<file path="src/hw/rtl/dpr_pkg.sv">
// ----------------------------------------------------------------------------
// dpr_pkg
// Shared widths and types for the DMA page run coalescer: the segment
// record and the bundle that pushes up to two segments into the queue.
// ----------------------------------------------------------------------------
package dpr_pkg;

    localparam int FRAME_W  = 36;
    localparam int OFFS_W   = 12;
    localparam int ADDR_W   = 48;
    localparam int LEN_W    = 25;

    // Result queue: room for two segments per item plus slack
    localparam int QUEUE_DEPTH = 4;
    localparam int QPTR_W      = 2;
    localparam int QCNT_W      = 3;

    typedef struct packed {
        logic [ADDR_W-1:0] address;
        logic [LEN_W-1:0]  length;
        logic              last;
    } seg_t;

    typedef struct packed {
        logic [1:0] count;   // segments in this push: 0, 1 or 2
        seg_t       seg0;
        seg_t       seg1;
    } seg_push_t;

endpackage

</file>
<file path="src/hw/rtl/dpr_seg_queue.sv">
// ----------------------------------------------------------------------------
// dpr_seg_queue
// Small segment queue with a two-entry write port and a single read port.
// Reports whether two free entries remain so a whole item can be taken.
// ----------------------------------------------------------------------------
module dpr_seg_queue
(
    input  logic                  clk,
    input  logic                  rst_n,
    input  dpr_pkg::seg_push_t    push,
    output logic                  room_two,
    output logic                  out_valid,
    input  logic                  out_stall,
    output dpr_pkg::seg_t         head
);

    dpr_pkg::seg_t                  mem [dpr_pkg::QUEUE_DEPTH];
    logic [dpr_pkg::QPTR_W-1:0]     wr_ptr_reg;
    logic [dpr_pkg::QPTR_W-1:0]     wr_ptr_next;
    logic [dpr_pkg::QPTR_W-1:0]     rd_ptr_reg;
    logic [dpr_pkg::QPTR_W-1:0]     rd_ptr_next;
    logic [dpr_pkg::QCNT_W-1:0]     count_reg;
    logic [dpr_pkg::QCNT_W-1:0]     count_next;
    logic                           pop;

    assign out_valid = (count_reg != '0);
    assign pop       = out_valid && !out_stall;
    assign head      = mem[rd_ptr_reg];
    assign room_two  = (count_reg <= dpr_pkg::QCNT_W'(dpr_pkg::QUEUE_DEPTH - 2));

    always_comb
    begin
        wr_ptr_next = wr_ptr_reg + dpr_pkg::QPTR_W'(push.count);
        rd_ptr_next = rd_ptr_reg + dpr_pkg::QPTR_W'(pop);
        count_next  = count_reg + dpr_pkg::QCNT_W'(push.count) - dpr_pkg::QCNT_W'(pop);
    end

    always_ff @(posedge clk or negedge rst_n)
    begin
        if (!rst_n)
        begin
            wr_ptr_reg <= '0;
            rd_ptr_reg <= '0;
            count_reg  <= '0;
        end
        else
        begin
            wr_ptr_reg <= wr_ptr_next;
            rd_ptr_reg <= rd_ptr_next;
            count_reg  <= count_next;
        end
    end

    always_ff @(posedge clk)
    begin
        if (push.count != 2'd0)
        begin
            mem[wr_ptr_reg] <= push.seg0;
        end
        if (push.count == 2'd2)
        begin
            mem[wr_ptr_reg + dpr_pkg::QPTR_W'(1)] <= push.seg1;
        end
    end

    a_count_bound: assert property (@(posedge clk) disable iff (!rst_n)
        count_reg <= dpr_pkg::QCNT_W'(dpr_pkg::QUEUE_DEPTH))
        else $error("segment queue overfilled");

    a_push_fits: assert property (@(posedge clk) disable iff (!rst_n)
        (push.count != 2'd0) |-> room_two)
        else $error("push without two free entries");

    a_pop_only: assert property (@(posedge clk) disable iff (!rst_n)
        (pop && push.count == 2'd0) |=> count_reg == $past(count_reg) - 1'b1)
        else $error("queue count lost track of a pop");

endmodule

</file>
<file path="src/hw/rtl/dma_page_run_coalescer.sv">
// ----------------------------------------------------------------------------
// dma_page_run_coalescer
// Merges runs of consecutive page frames into scatter-gather segments.
// ----------------------------------------------------------------------------
// One page frame is taken per clock. A page is captured in an input register,
// and in the next cycle a compare, add and clamp against the open segment
// updates the run state and pushes zero, one or two segments into a
// four-entry result queue, and segments are presented at the output from
// the head of that queue. The input stalls only while the page in the
// input register cannot be processed because the queue has fewer than two
// free entries, so a steady one page per cycle is kept as long as segments
// are drained at the rate they are produced. A first page while a run is
// open closes that run as a truncated final segment before starting anew.
module dma_page_run_coalescer
#(
    parameter int PAGE_BITS = 12
)
(
    input  logic                         clk,
    input  logic                         rst_n,
    input  logic                         in_valid,
    output logic                         in_stall,
    input  logic [dpr_pkg::FRAME_W-1:0]  page_frame,
    input  logic                         first_page,
    input  logic [dpr_pkg::OFFS_W-1:0]   start_offset,
    input  logic [dpr_pkg::LEN_W-1:0]    total_length,
    output logic                         out_valid,
    input  logic                         out_stall,
    output logic [dpr_pkg::ADDR_W-1:0]   seg_address,
    output logic [dpr_pkg::LEN_W-1:0]    seg_length,
    output logic                         last_segment
);

    localparam int unsigned PageBytes = 1 << PAGE_BITS;
    localparam int          BaseW     = dpr_pkg::FRAME_W + PAGE_BITS;

    localparam logic [dpr_pkg::LEN_W-1:0] PageLen  = dpr_pkg::LEN_W'(PageBytes);
    localparam logic [dpr_pkg::LEN_W-1:0] OffsMask = dpr_pkg::LEN_W'(PageBytes - 1);

    // input register
    logic                         item_valid_reg;
    logic [dpr_pkg::FRAME_W-1:0]  frame_reg;
    logic                         first_reg;
    logic [dpr_pkg::OFFS_W-1:0]   offset_reg;
    logic [dpr_pkg::LEN_W-1:0]    total_reg;

    // run state
    logic [dpr_pkg::FRAME_W-1:0]  prev_frame_reg, prev_frame_next;
    logic [dpr_pkg::ADDR_W-1:0]   open_address_reg, open_address_next;
    logic [dpr_pkg::LEN_W-1:0]    open_length_reg, open_length_next;
    logic [dpr_pkg::LEN_W-1:0]    bytes_left_reg, bytes_left_next;
    logic                         seg_open_reg, seg_open_next;

    logic                         room_two;
    logic                         advance;
    dpr_pkg::seg_push_t           push;
    dpr_pkg::seg_t                head;

    logic [BaseW-1:0]             base_full;
    logic [dpr_pkg::ADDR_W-1:0]   base_addr;
    logic [dpr_pkg::LEN_W-1:0]    offset;
    logic [dpr_pkg::LEN_W-1:0]    first_len;
    logic [dpr_pkg::LEN_W:0]      grown;
    logic [dpr_pkg::LEN_W-1:0]    left_after;
    logic                         contiguous;

    assign in_stall = item_valid_reg && !room_two;
    assign advance  = item_valid_reg && room_two;

    always_ff @(posedge clk or negedge rst_n)
    begin
        if (!rst_n)
        begin
            item_valid_reg <= 1'b0;
        end
        else if (!in_stall)
        begin
            item_valid_reg <= in_valid;
        end
    end

    always_ff @(posedge clk)
    begin
        if (in_valid && !in_stall)
        begin
            frame_reg  <= page_frame;
            first_reg  <= first_page;
            offset_reg <= start_offset;
            total_reg  <= total_length;
        end
    end

    always_comb
    begin
        base_full  = {frame_reg, {PAGE_BITS{1'b0}}};
        base_addr  = dpr_pkg::ADDR_W'(base_full);
        offset     = dpr_pkg::LEN_W'(offset_reg) & OffsMask;
        first_len  = PageLen - offset;
        grown      = {1'b0, open_length_reg} + {1'b0, PageLen};
        left_after = bytes_left_reg - open_length_reg;
        contiguous = (prev_frame_reg != '1)
                  && (frame_reg == prev_frame_reg + dpr_pkg::FRAME_W'(1));
    end

    always_comb
    begin
        prev_frame_next   = prev_frame_reg;
        open_address_next = open_address_reg;
        open_length_next  = open_length_reg;
        bytes_left_next   = bytes_left_reg;
        seg_open_next     = seg_open_reg;
        push              = '0;

        if (advance)
        begin
            if (first_reg)
            begin
                // close any truncated run, then start the new transfer
                if (seg_open_reg)
                begin
                    push.count = 2'd1;
                    push.seg0  = '{open_address_reg, open_length_reg, 1'b1};
                end
                seg_open_next     = 1'b0;
                open_address_next = '0;
                open_length_next  = '0;
                bytes_left_next   = total_reg;
                if (total_reg != '0)
                begin
                    if (first_len >= total_reg)
                    begin
                        if (seg_open_reg)
                        begin
                            push.count = 2'd2;
                            push.seg1  = '{base_addr + dpr_pkg::ADDR_W'(offset), total_reg, 1'b1};
                        end
                        else
                        begin
                            push.count = 2'd1;
                            push.seg0  = '{base_addr + dpr_pkg::ADDR_W'(offset), total_reg, 1'b1};
                        end
                        bytes_left_next = '0;
                    end
                    else
                    begin
                        open_address_next = base_addr + dpr_pkg::ADDR_W'(offset);
                        open_length_next  = first_len;
                        prev_frame_next   = frame_reg;
                        seg_open_next     = 1'b1;
                    end
                end
            end
            else if (seg_open_reg)
            begin
                if (contiguous)
                begin
                    if (grown >= {1'b0, bytes_left_reg})
                    begin
                        push.count        = 2'd1;
                        push.seg0         = '{open_address_reg, bytes_left_reg, 1'b1};
                        bytes_left_next   = '0;
                        seg_open_next     = 1'b0;
                        open_address_next = '0;
                        open_length_next  = '0;
                    end
                    else
                    begin
                        open_length_next = dpr_pkg::LEN_W'(grown);
                        prev_frame_next  = frame_reg;
                    end
                end
                else
                begin
                    // run broken: emit it, open a new run at this page or finish the transfer there
                    push.count = 2'd1;
                    push.seg0  = '{open_address_reg, open_length_reg, 1'b0};
                    if (PageLen >= left_after)
                    begin
                        push.count        = 2'd2;
                        push.seg1         = '{base_addr, left_after, 1'b1};
                        bytes_left_next   = '0;
                        seg_open_next     = 1'b0;
                        open_address_next = '0;
                        open_length_next  = '0;
                    end
                    else
                    begin
                        bytes_left_next   = left_after;
                        open_address_next = base_addr;
                        open_length_next  = PageLen;
                        prev_frame_next   = frame_reg;
                    end
                end
            end
        end
    end

    always_ff @(posedge clk or negedge rst_n)
    begin
        if (!rst_n)
        begin
            prev_frame_reg   <= '0;
            open_address_reg <= '0;
            open_length_reg  <= '0;
            bytes_left_reg   <= '0;
            seg_open_reg     <= 1'b0;
        end
        else
        begin
            prev_frame_reg   <= prev_frame_next;
            open_address_reg <= open_address_next;
            open_length_reg  <= open_length_next;
            bytes_left_reg   <= bytes_left_next;
            seg_open_reg     <= seg_open_next;
        end
    end

    dpr_seg_queue u_queue
    (
        .clk       (clk),
        .rst_n     (rst_n),
        .push      (push),
        .room_two  (room_two),
        .out_valid (out_valid),
        .out_stall (out_stall),
        .head      (head)
    );

    assign seg_address  = head.address;
    assign seg_length   = head.length;
    assign last_segment = head.last;

    a_open_short: assert property (@(posedge clk) disable iff (!rst_n)
        seg_open_reg |-> (open_length_reg < bytes_left_reg))
        else $error("open run already covers the remaining bytes");

    a_last_closes: assert property (@(posedge clk) disable iff (!rst_n)
        (advance && !first_reg && push.count != 2'd0 &&
         ((push.count == 2'd1 && push.seg0.last) || push.count == 2'd2 && push.seg1.last))
        |=> !seg_open_reg)
        else $error("final segment emitted but run left open");

    a_item_held: assert property (@(posedge clk) disable iff (!rst_n)
        (item_valid_reg && !room_two) |=> (item_valid_reg && $stable(frame_reg)))
        else $error("held page lost while queue was full");

    a_zero_len: assert property (@(posedge clk) disable iff (!rst_n)
        (advance && first_reg && total_reg == '0) |=> !seg_open_reg)
        else $error("zero-length transfer left a run open");

endmodule

</file>
<file path="config.mk">
export PLATFORM = sky130hd
export DESIGN_NAME = dma_page_run_coalescer
export DESIGN_NICKNAME = d
export VERILOG_FILES = /design/src/hw/rtl/dpr_pkg.sv /design/src/hw/rtl/dpr_seg_queue.sv /design/src/hw/rtl/dma_page_run_coalescer.sv
export SDC_FILE = /design/constraint.sdc
export NUM_CORES = 1
export LEC_CHECK = 0
export ABC_AREA = 0
export BUFFER_PORTS_ARGS = -buffer_cell sky130_fd_sc_hd__buf_2
export CAP_MARGIN = 0
export CORE_MARGIN = 2
export CORE_UTILIZATION = 50
export CTS_CLUSTER_SIZE = 24
export DETAILED_ROUTE_END_ITERATION = 6
export MAX_ROUTING_LAYER = met4
export PLACE_DENSITY = 0.72
export SETUP_SLACK_MARGIN = 0.3
export SYNTH_ARGS = -nofsm -noshare
export SYNTH_HDL_FRONTEND = slang
export SYNTH_SLANG_ARGS = --single-unit
</file>
<file path="constraint.sdc">
create_clock -name clk -period 9.1 [get_ports clk]
set_input_delay 1.82 -clock clk [delete_from_list [all_inputs] [get_ports clk]]
set_output_delay 1.82 -clock clk [all_outputs]
set_load 0.01 [all_outputs]
</file>
# [Yosys cells after proc, flatten, opt, wreduce, memory -nomap -nowiden]
# Memories as Yosys holds them, arrays and structs flattened.
# Cells that the tools add are included.
[word_totals] wordCells=104 mem_bits_rw=296 inputBits=78 n_memories=1 output_inout_bits=76 reg_bits=217
[classes] eq_ne=8 add_sub_neg=10 n_mux=53 n_lt_le_gt_ge=4 n_reduce_logical=15
[mem_list] memory="u_queue.mem" words=4 word_bits=74 read_ports=1 rd_clocked_by_memory_dff=0 write_ports=2 line_no="dpr_seg_queue.sv:17" rtl="dpr_pkg::seg_t mem [dpr_pkg::QUEUE_DEPTH];"
[op_table] op="$mux 150" count=5
[op_table] op="$mux 48" count=7
[op_table] op="$mux 25" count=13
[op_table] op="$mux 74" count=4
[op_table] op="$mux 36" count=7
[op_table] op="$mux 75" count=2
[op_table] op="$mux 76" count=1
[op_table] op="$add 48x12->48" count=1
[op_table] op="$add 36x1->36 const B" count=1
[op_table] op="$eq 36x36->1" count=1
[op_table] op="$ne 36x36->1 const B" count=1
[op_table] op="$add 25x13->26 const B" count=1
[op_table] op="$ge 26x25->1" count=1
[op_table] op="$ge 13x25->1 const A" count=1
[op_table] op="$ge 25x25->1" count=1
[op_table] op="$reduce_bool 25->1" count=1
[op_table] op="$sub 25x25->25" count=1
[op_table] op="$sub 13x12->14 const A" count=1
[op_table] op="$mux 13" count=1
[op_table] op="$mux 1" count=11
[op_table] op="$ne 3x3->1 const B" count=2
[op_table] op="$reduce_and 6->1" count=1
[op_table] op="$logic_and 1x1->1" count=5
[op_table] op="$mux 2" count=2
[op_table] op="15 further kinds" count=18

# [Logic depth before layout (Yosys ltp)]
# Gate-level depths: netlist (run 1).
[logic_depth] ltp_word=10 mapped_depth=23 ltp_nobuf=21

# [Hierarchy]
# From an unflattened synthesis (run 1), not the netlist that was laid out.
[unflattened] cells_unflattened=2337 area_unflattened_um2=29483.3
[modules_own_cells] module="dpr_seg_queue" seq_area_each_um2=9063.7 area_each_um2=15149.5 instances=1 cells_each=757
[modules_own_cells] module="dma_page_run_coalescer" seq_area_each_um2=5600.4 area_each_um2=14333.7 instances=1 cells_each=1580

# [Least setup slack after synthesis (run 1)]
# No wires, ideal clock.
[synth_path] path_type="flip-flop to flip-flop" startpoint="register open_length_reg[14] in the netlist's numbering" endpoint="memory u_queue.mem[0][0] in the netlist's numbering, enable pin" synth_period_minus_slack_ps=9597 stages_incl_launch_ff=16 required_ps=8484 t_arrival_ps=8981 path_buffers=2 setup_time_ps=616 path_slack_ps=-497 cell_sequence="dfrtp_1 clkbuf_1 inv_1 ha_1 clkbuf_1 nand2_1 nor3b_1 nand2_1 o21ai_0 a21oi_1 xnor2_1 or4_1 nor4b_4 a21oi_1 nor2b_1 o31ai_1"
[synth_lines] element="start, declared" line_no="dma_page_run_coalescer.sv:50" rtl="logic [dpr_pkg::LEN_W-1:0] open_length_reg, open_length_next;"
[synth_lines] element="start signal, assigned" line_no="dma_page_run_coalescer.sv:212" rtl="open_length_reg <= open_length_next;"
[synth_lines] element="end, declared" line_no="dpr_seg_queue.sv:17"

==> summary.md, run 1 <==
| Metric | Value |
|---|---|
| Post-layout util | 0.5629 |
| Setup WS post-layout | 2.677 ns |
| RSZ-0062 raised after global routing | no |
| Yosys cell types | a little over 80 |
| Pwr dens | ~330 nW/um^2 |
| Req. time, crit path | 9.34 ns |
| Actual slew at the worst max-slew pin | 1.250 ns |
| Max-Cap Viols | 0 |
| DR DRC count | 0 |
| Reg2Reg Launch Point | prev_frame_reg[4] |
| Post-synth ARST share | 0.2773 |
| All-Layer GR Usage | 0.2945 |
| Avg Synthesized Cell Area | ~11 um^2 |
| Synth Instances | between 2000 and 3000 |
| Share of cells above drive strength 1 | 0.1521 |
| Wirelength per Cell | 24.21 um |
| Synthesized cell area | 28160 um^2 |
| Antenna violations before repair | 3 |
| CP Max Fanout | 55 |
| DRT iter0 DRCs | about 2900 |
| TritonCTS buffer count | between 50 and 60 |
| Worst-case reg-to-reg path depth | 13 |
| FF+latch count, synth | 512 |
| Final GP Congestion | ~1 |
| Worst hold path depth | 2 |
| Commonest non-fill, non-tap cell in the layout | edfxtp_1 |
| Core area | between 50000 and 60000 um^2 |
| Slew headroom | 0.1668 |
| Reg2Reg Setup Slack | 2.68 ns |
| Worst Setup SP | prev_frame_reg[4] |
| Die Ht | between 200 and 250 um |
| Area Growth Syn to Fin | 10.78% |
| Post-CTS Resized | 0 |
| Max reg flops | a little under 300 |
| Lkg Pwr | ~11 nW |
| First-pass GRT wire length | 126500 um |
| YS warnings | 0 |
| Post-synth EDFFs | 370 |
| Sequential fraction of the synthesis area | 0.5208 |
| Setup crit end kind | register |
| Initial Utilization | 0.5081 |
| Final Hold Viols | 0 |
| CTS Root Cell | clkbuf_16 |
| Biggest area consumer among synthesized cells | edfxtp_1 |
| CTS Hold Bufs | 0 |
| Via count | 22116 |
| Pre-antenna DRT Iters | 6 |
| Slew Viols, Final | 0 |
| Chip width | around 240 um |
| Fin nets | ~2800 |
| Clock Latency Late Sink | between 0.6 and 0.7 ns |
| WP data arrival | 6.66 ns |
| Final period util | 0.7059 |
| Skew final | 0.04890 ns |
| R2r endpoint | u_queue.mem[2][4] |
| Area fraction of the dominant cell type after synthesis | 0.3946 |
| Port Buffers | roughly 150 |
| Outcome | finished clean |
| Hold Path Class | register to register |
| DP HPWL | between 50000 and 60000 um |
| CP Launch Type | register |
| Vias per inst | between 6 and 7 |
| Post-Route WL | approximately 83000 um |
| GR Overflow Total | 0 |
| CTS tree | built |
| Hold Path Origin | open_address_reg[1] |
| Largest net degree at the start of global routing | about 110 |
| Final setup vio count | 0 |
| # H-tree levels | 2 |
| Peak supply drop | approximately 0.33 mV |
| Fmax | approximately 160 MHz |
| Remaining antenna violation count | 0 |
| Top_reg_cell synth | edfxtp_1 |
| CTS clk-pin slew, worst paths | ~0.06 ns |
| Setup bufs post-CTS | 0 |
| Synth top area cells | edfxtp_1, dfrtp_1, mux4_2 |
| Longest Clk Path Bufs | 3 |
| Fill count | roughly 4600 |
| Syn nets | between 2000 and 3000 |
| Endpoint of the worst hold path | open_address_reg[1] |
| Commonest cells after routing, fill and taps aside | edfxtp_1, o21ai_0, nand2_1 |
| CTS Sinks | 512 |
| Row cnt | 86 |
| I/O pins | 154 |
| Crit path time final | 6.423 ns |
| Crit path kind | register to register |
| Post-Place Worst Slack | roughly 2.8 ns |
| Setup TNS | 0 ns |
| Vias in the first global route | around 21000 |
| Die ar. | roughly 58000 um^2 |
-- metal layers --
layer,track usage,wire [um],vias up
met5,-,0,-
met4,0.06453,1466,0
met3,0.06484,9101,126
met2,0.4322,37290,1231
met1,0.4212,35120,10884
li1,-,-,9875
-- where the power goes --
| part | switching (mW) | internal, mW | leakage, nW |
|---|---|---|---|
| registers | 0.610 | 3.09 | 5.22 |
| logic | 2.68 | 1.69 | 5.05 |
| clock network | 0.964 | 1.22 | 0.859 |
| total | 4.25 | 6.00 | 11.1 |
-- area by class of cell --
type	instances	area, um^2	share of cell area
flip-flops and latches	512	14670	0.4703
clock inverters	27	261.5	0.008383
well taps	748	935.9	0.03000
clock buffers	75	1501	0.04813
multi-input cells	1777	12420	0.3980
inverters	96	360.3	0.01155
repair buffers	188	1035	0.03317
diodes	5	12.51	0.0004011
-- cell usage after synthesis, types with 15 or more instances --
library cell  number
edfxtp_1         370
o21ai_0          278
nand2_1          271
nand3_1          194
dfrtp_1          142
clkbuf_1         127
a21oi_1          113
inv_1             96
mux4_2            74
a22o_1            72
ha_1              72
nor2_1            65
xnor2_1           61
o21ai_1           49
nand4_1           48
buf_2             42
o21a_1            39
nor3_1            30
a21o_1            28
xor2_1            27
nor4_1            26
and3_1            23
mux2_2            23
a211oi_1          19
a31oi_1           19
buf_1             19
nor3b_1           16
mux2_1            15
nor2b_1           15
-- worst max-delay path, stage by stage, from the launching register on --
cell,delay [ns]
dfrtp_1,0.45
nand4_1,0.45
nor4_2,1.00
a31oi_1,0.27
a31o_2,0.30
nor4_1,0.26
o2111ai_1,0.24
nor4b_4,0.31
buf_4,0.37
nor4_1,0.12
a311oi_1,0.55
nor2b_1,0.22
o21ai_4,0.62
buf_4,0.82
-- cell families after synthesis --
kind of cell    count (synthesis)  synth area share
simple gates                  756            0.1333
compound gates                739            0.1656
flops                         512            0.5208
buf+inv                       292           0.04186
mux                           119           0.07687
xor+xnor                       89           0.02817
fa+ha+maj                      74           0.03341
-- metrics by stage --
stage | power [mW] | std cells | instance area [um^2] | hold WS [ns]
floorplan | 6.587 | 2581 | 28160 | 0.4489
global placement | 7.930 | 3321 | 29410 | 0.4608
detailed placement | 8.000 | 3321 | 29410 | 0.4714
CTS | 10.19 | 3423 | 31170 | 0.4843
global route | 10.79 | 3427 | 31190 | 0.5220
finish | 10.25 | 3428 | 31190 | 0.4973
-- how the worst max path moves through the flow --
stage	endpoint	cells past startpoint	slack [ns]
2_1_floorplan	u_queue.mem[3][0]	18	1.74
3_3_place_gp	u_queue.mem[0][55]	16	2.90
5_1_grt	u_queue.mem[2][4]	13	2.18
4_1_cts	u_queue.mem[2][4]	13	2.73
3_5_place_dp	u_queue.mem[2][55]	13	2.80
6_report	u_queue.mem[2][4]	13	2.68
Note: power is estimated with default switching activity, not from simulation.
==> run 2, diff against run 1 <==
PLACE_DENSITY = 0.69   (was 0.72)
clock period = 6.6 ns   (was 9.1 ns; I/O delays follow)
==> summary.md, run 2 (synthesized netlist as in run 1, its figures left out) <==
| Metric | Value |
|---|---|
| Multi-input gate area | 12410 um^2 (was 12420 um^2) |
| Crit path kind | register to register (unchanged) |
| WP data arrival | 6.28 ns (was 6.66 ns) |
| Area Growth Syn to Fin | 10.94% (was 10.78%) |
| Crit path time final | 5.779 ns (was 6.423 ns) |
| Register Area | 14670 um^2 (unchanged) |
| I/O pins | 154 (unchanged) |
| DRT iter0 DRCs | 2543 (was 2867) |
| Slew Viols, Final | 0 (unchanged) |
| Die Ht | 241.3 um (unchanged) |
| Outcome | finished clean (unchanged) |
| Reg2Reg Setup Slack | 0.82 ns (was 2.68 ns) |
| Fmax | 173.0 MHz (was 155.7 MHz) |
| Clock Latency Late Sink | 0.63 ns (was 0.65 ns) |
| Final setup vio count | 0 (unchanged) |
| # H-tree levels | 2 (unchanged) |
| Commonest cells after routing, fill and taps aside | edfxtp_1, o21ai_0, nand2_1 (unchanged) |
| Peak supply drop | 0.3557 mV (was 0.3319 mV) |
| Lkg Pwr | 11.15 nW (was 11.13 nW) |
| Worst Setup SP | open_length_reg[12] (was prev_frame_reg[4]) |
| Setup bufs post-CTS | 0 (unchanged) |
| Fin nets | 2785 (was 2782) |
| Post-layout util | 0.5637 (was 0.5629) |
| DP HPWL | 55170 um (was 54680 um) |
| CP Launch Type | register (unchanged) |
| Core area | 55420 um^2 (unchanged) |
| Pwr dens | 449.7 nW/um^2 (was 328.6 nW/um^2) |
| First-pass GRT wire length | 125600 um (was 126500 um) |
| Via count | 22028 (was 22116) |
| CTS tree | built (unchanged) |
| GR Overflow Total | 0 (unchanged) |
| All-Layer GR Usage | 0.2923 (was 0.2945) |
| Chip width | 241.3 um (unchanged) |
| CP endpoint | prev_frame_reg[22] (was u_queue.mem[2][4]) |
| Req. time, crit path | 7.10 ns (was 9.34 ns) |
| Commonest non-fill, non-tap cell in the layout | edfxtp_1 (unchanged) |
| CTS clk-pin slew, worst paths | 0.06 ns (about the same) |
| Row cnt | 86 (unchanged) |
| Vias per inst | 6.430 (was 6.452) |
| Final GP Congestion | 0.9890 (was 0.9967) |
| Final period util | 0.8757 (was 0.7059) |
| Final Hold Viols | 0 (unchanged) |
| Reg2Reg Launch Point | open_length_reg[12] (was prev_frame_reg[4]) |
| Worst-case reg-to-reg path depth | 13 (unchanged) |
| Vias in the first global route | 20869 (was 21301) |
| Initial Utilization | 0.5081 (unchanged) |
| R2r endpoint | prev_frame_reg[22] (was u_queue.mem[2][4]) |
| RSZ-0062 raised after global routing | no (unchanged) |
| Pre-antenna DRT Iters | 7 (was 6) |
| Hold Path Class | register to register (unchanged) |
| Wirelength per Cell | 24.06 um (was 24.21 um) |
| TritonCTS buffer count | 53 (was 55) |
| Post-CTS Resized | 0 (unchanged) |
| CTS Hold Bufs | 0 (unchanged) |
| CTS Root Cell | clkbuf_16 (unchanged) |
| Remaining antenna violation count | 0 (unchanged) |
| Post-Route WL | 82410 um (was 82980 um) |
| Share of cells above drive strength 1 | 0.1512 (was 0.1521) |
| Largest net degree at the start of global routing | 101 (was 111) |
| Max reg flops | 296 (unchanged) |
| Fill count | 4671 (was 4648) |
| Slew headroom | 0.1325 (was 0.1668) |
| Antenna cell count | 0 (was 5) |
| Die ar. | 58230 um^2 (unchanged) |
| Actual slew at the worst max-slew pin | 1.268 ns (was 1.250 ns) |
| Setup crit end kind | register (unchanged) |
| Port Buffers | 153 (unchanged) |
| Skew final | 0.03092 ns (was 0.04890 ns) |
| Max-Cap Viols | 0 (unchanged) |
| Longest Clk Path Bufs | 3 (unchanged) |
| Antenna violations before repair | 0 (was 3) |
| DR DRC count | 0 (unchanged) |
| Setup TNS | 0 ns (unchanged) |
| CTS Sinks | 512 (unchanged) |
| CP Max Fanout | 37 (was 55) |
-- run 2: worst min path at each step --
stage | from | end | slack (ns) | depth (start not counted)
2_1_floorplan | open_address_reg[1] | open_address_reg[1] | 0.45 | 2
3_3_place_gp | open_address_reg[1] | open_address_reg[1] | 0.47 | 2
3_5_place_dp | open_address_reg[1] | open_address_reg[1] | 0.48 | 2
4_1_cts | open_address_reg[1] | open_address_reg[1] | 0.49 | 2
5_1_grt | open_address_reg[33] | open_address_reg[33] | 0.52 | 1
6_report | open_address_reg[1] | open_address_reg[1] | 0.49 | 2
-- run 2: final cells by class --
cell class / count / area share
Clock buffer: 69 / 0.04534
Clock inverter: 31 / 0.008611
Inverter: 96 / 0.01153
Multi-Input combinational cell: 1777 / 0.3974
Sequential cell: 512 / 0.4696
Tap cell: 748 / 0.02996
Timing Repair Buffer: 193 / 0.03753
-- run 2: report_power, final --
group / switching, mW / internal [mW]
registers: 0.791 / 4.26
clock network: 1.29 / 1.64
logic: 3.74 / 2.34
-- run 2: metrics by stage --
stage	power (mW)	hold WS (ns)	worst slack, ns	instance area (um^2)	std cells
after CTS	13.99	0.4922	0.9258	31240	3426
after global routing	14.82	0.5172	0.6094	31240	3426
after floorplan	9.077	0.4489	-0.6889	28170	2581
after detailed placement	11.05	0.4787	0.9530	29550	3326
final	14.05	0.4904	0.8206	31240	3426
after global placement	10.96	0.4668	1.167	29550	3326
-- run 2: critical path, stage by stage (launching register included) --
cell and delay (ns):
dfrtp_1 0.45, ha_1 0.25, nand3_1 0.16, xnor2_1 0.29
ha_1 0.30, a21o_1 0.16, a21oi_1 0.18, o21ai_0 0.22
a2111oi_0 1.10, o211a_1 0.85, nand3_2 0.60, a21oi_4 0.26
buf_4 0.44, mux2_2 0.39
-- run 2: per-layer routing --
| metal | up-vias | wire (um) | share of wire | track usage |
|---|---|---|---|---|
| li1 | 9871 | - | - | - |
| met1 | 10891 | 35810 | 0.43 | 0.4218 |
| met2 | 1124 | 36210 | 0.44 | 0.4181 |
| met3 | 142 | 8407 | 0.10 | 0.06757 |
| met4 | 0 | 1982 | 0.024 | 0.07295 |
| met5 | - | 0 | 0 | - |
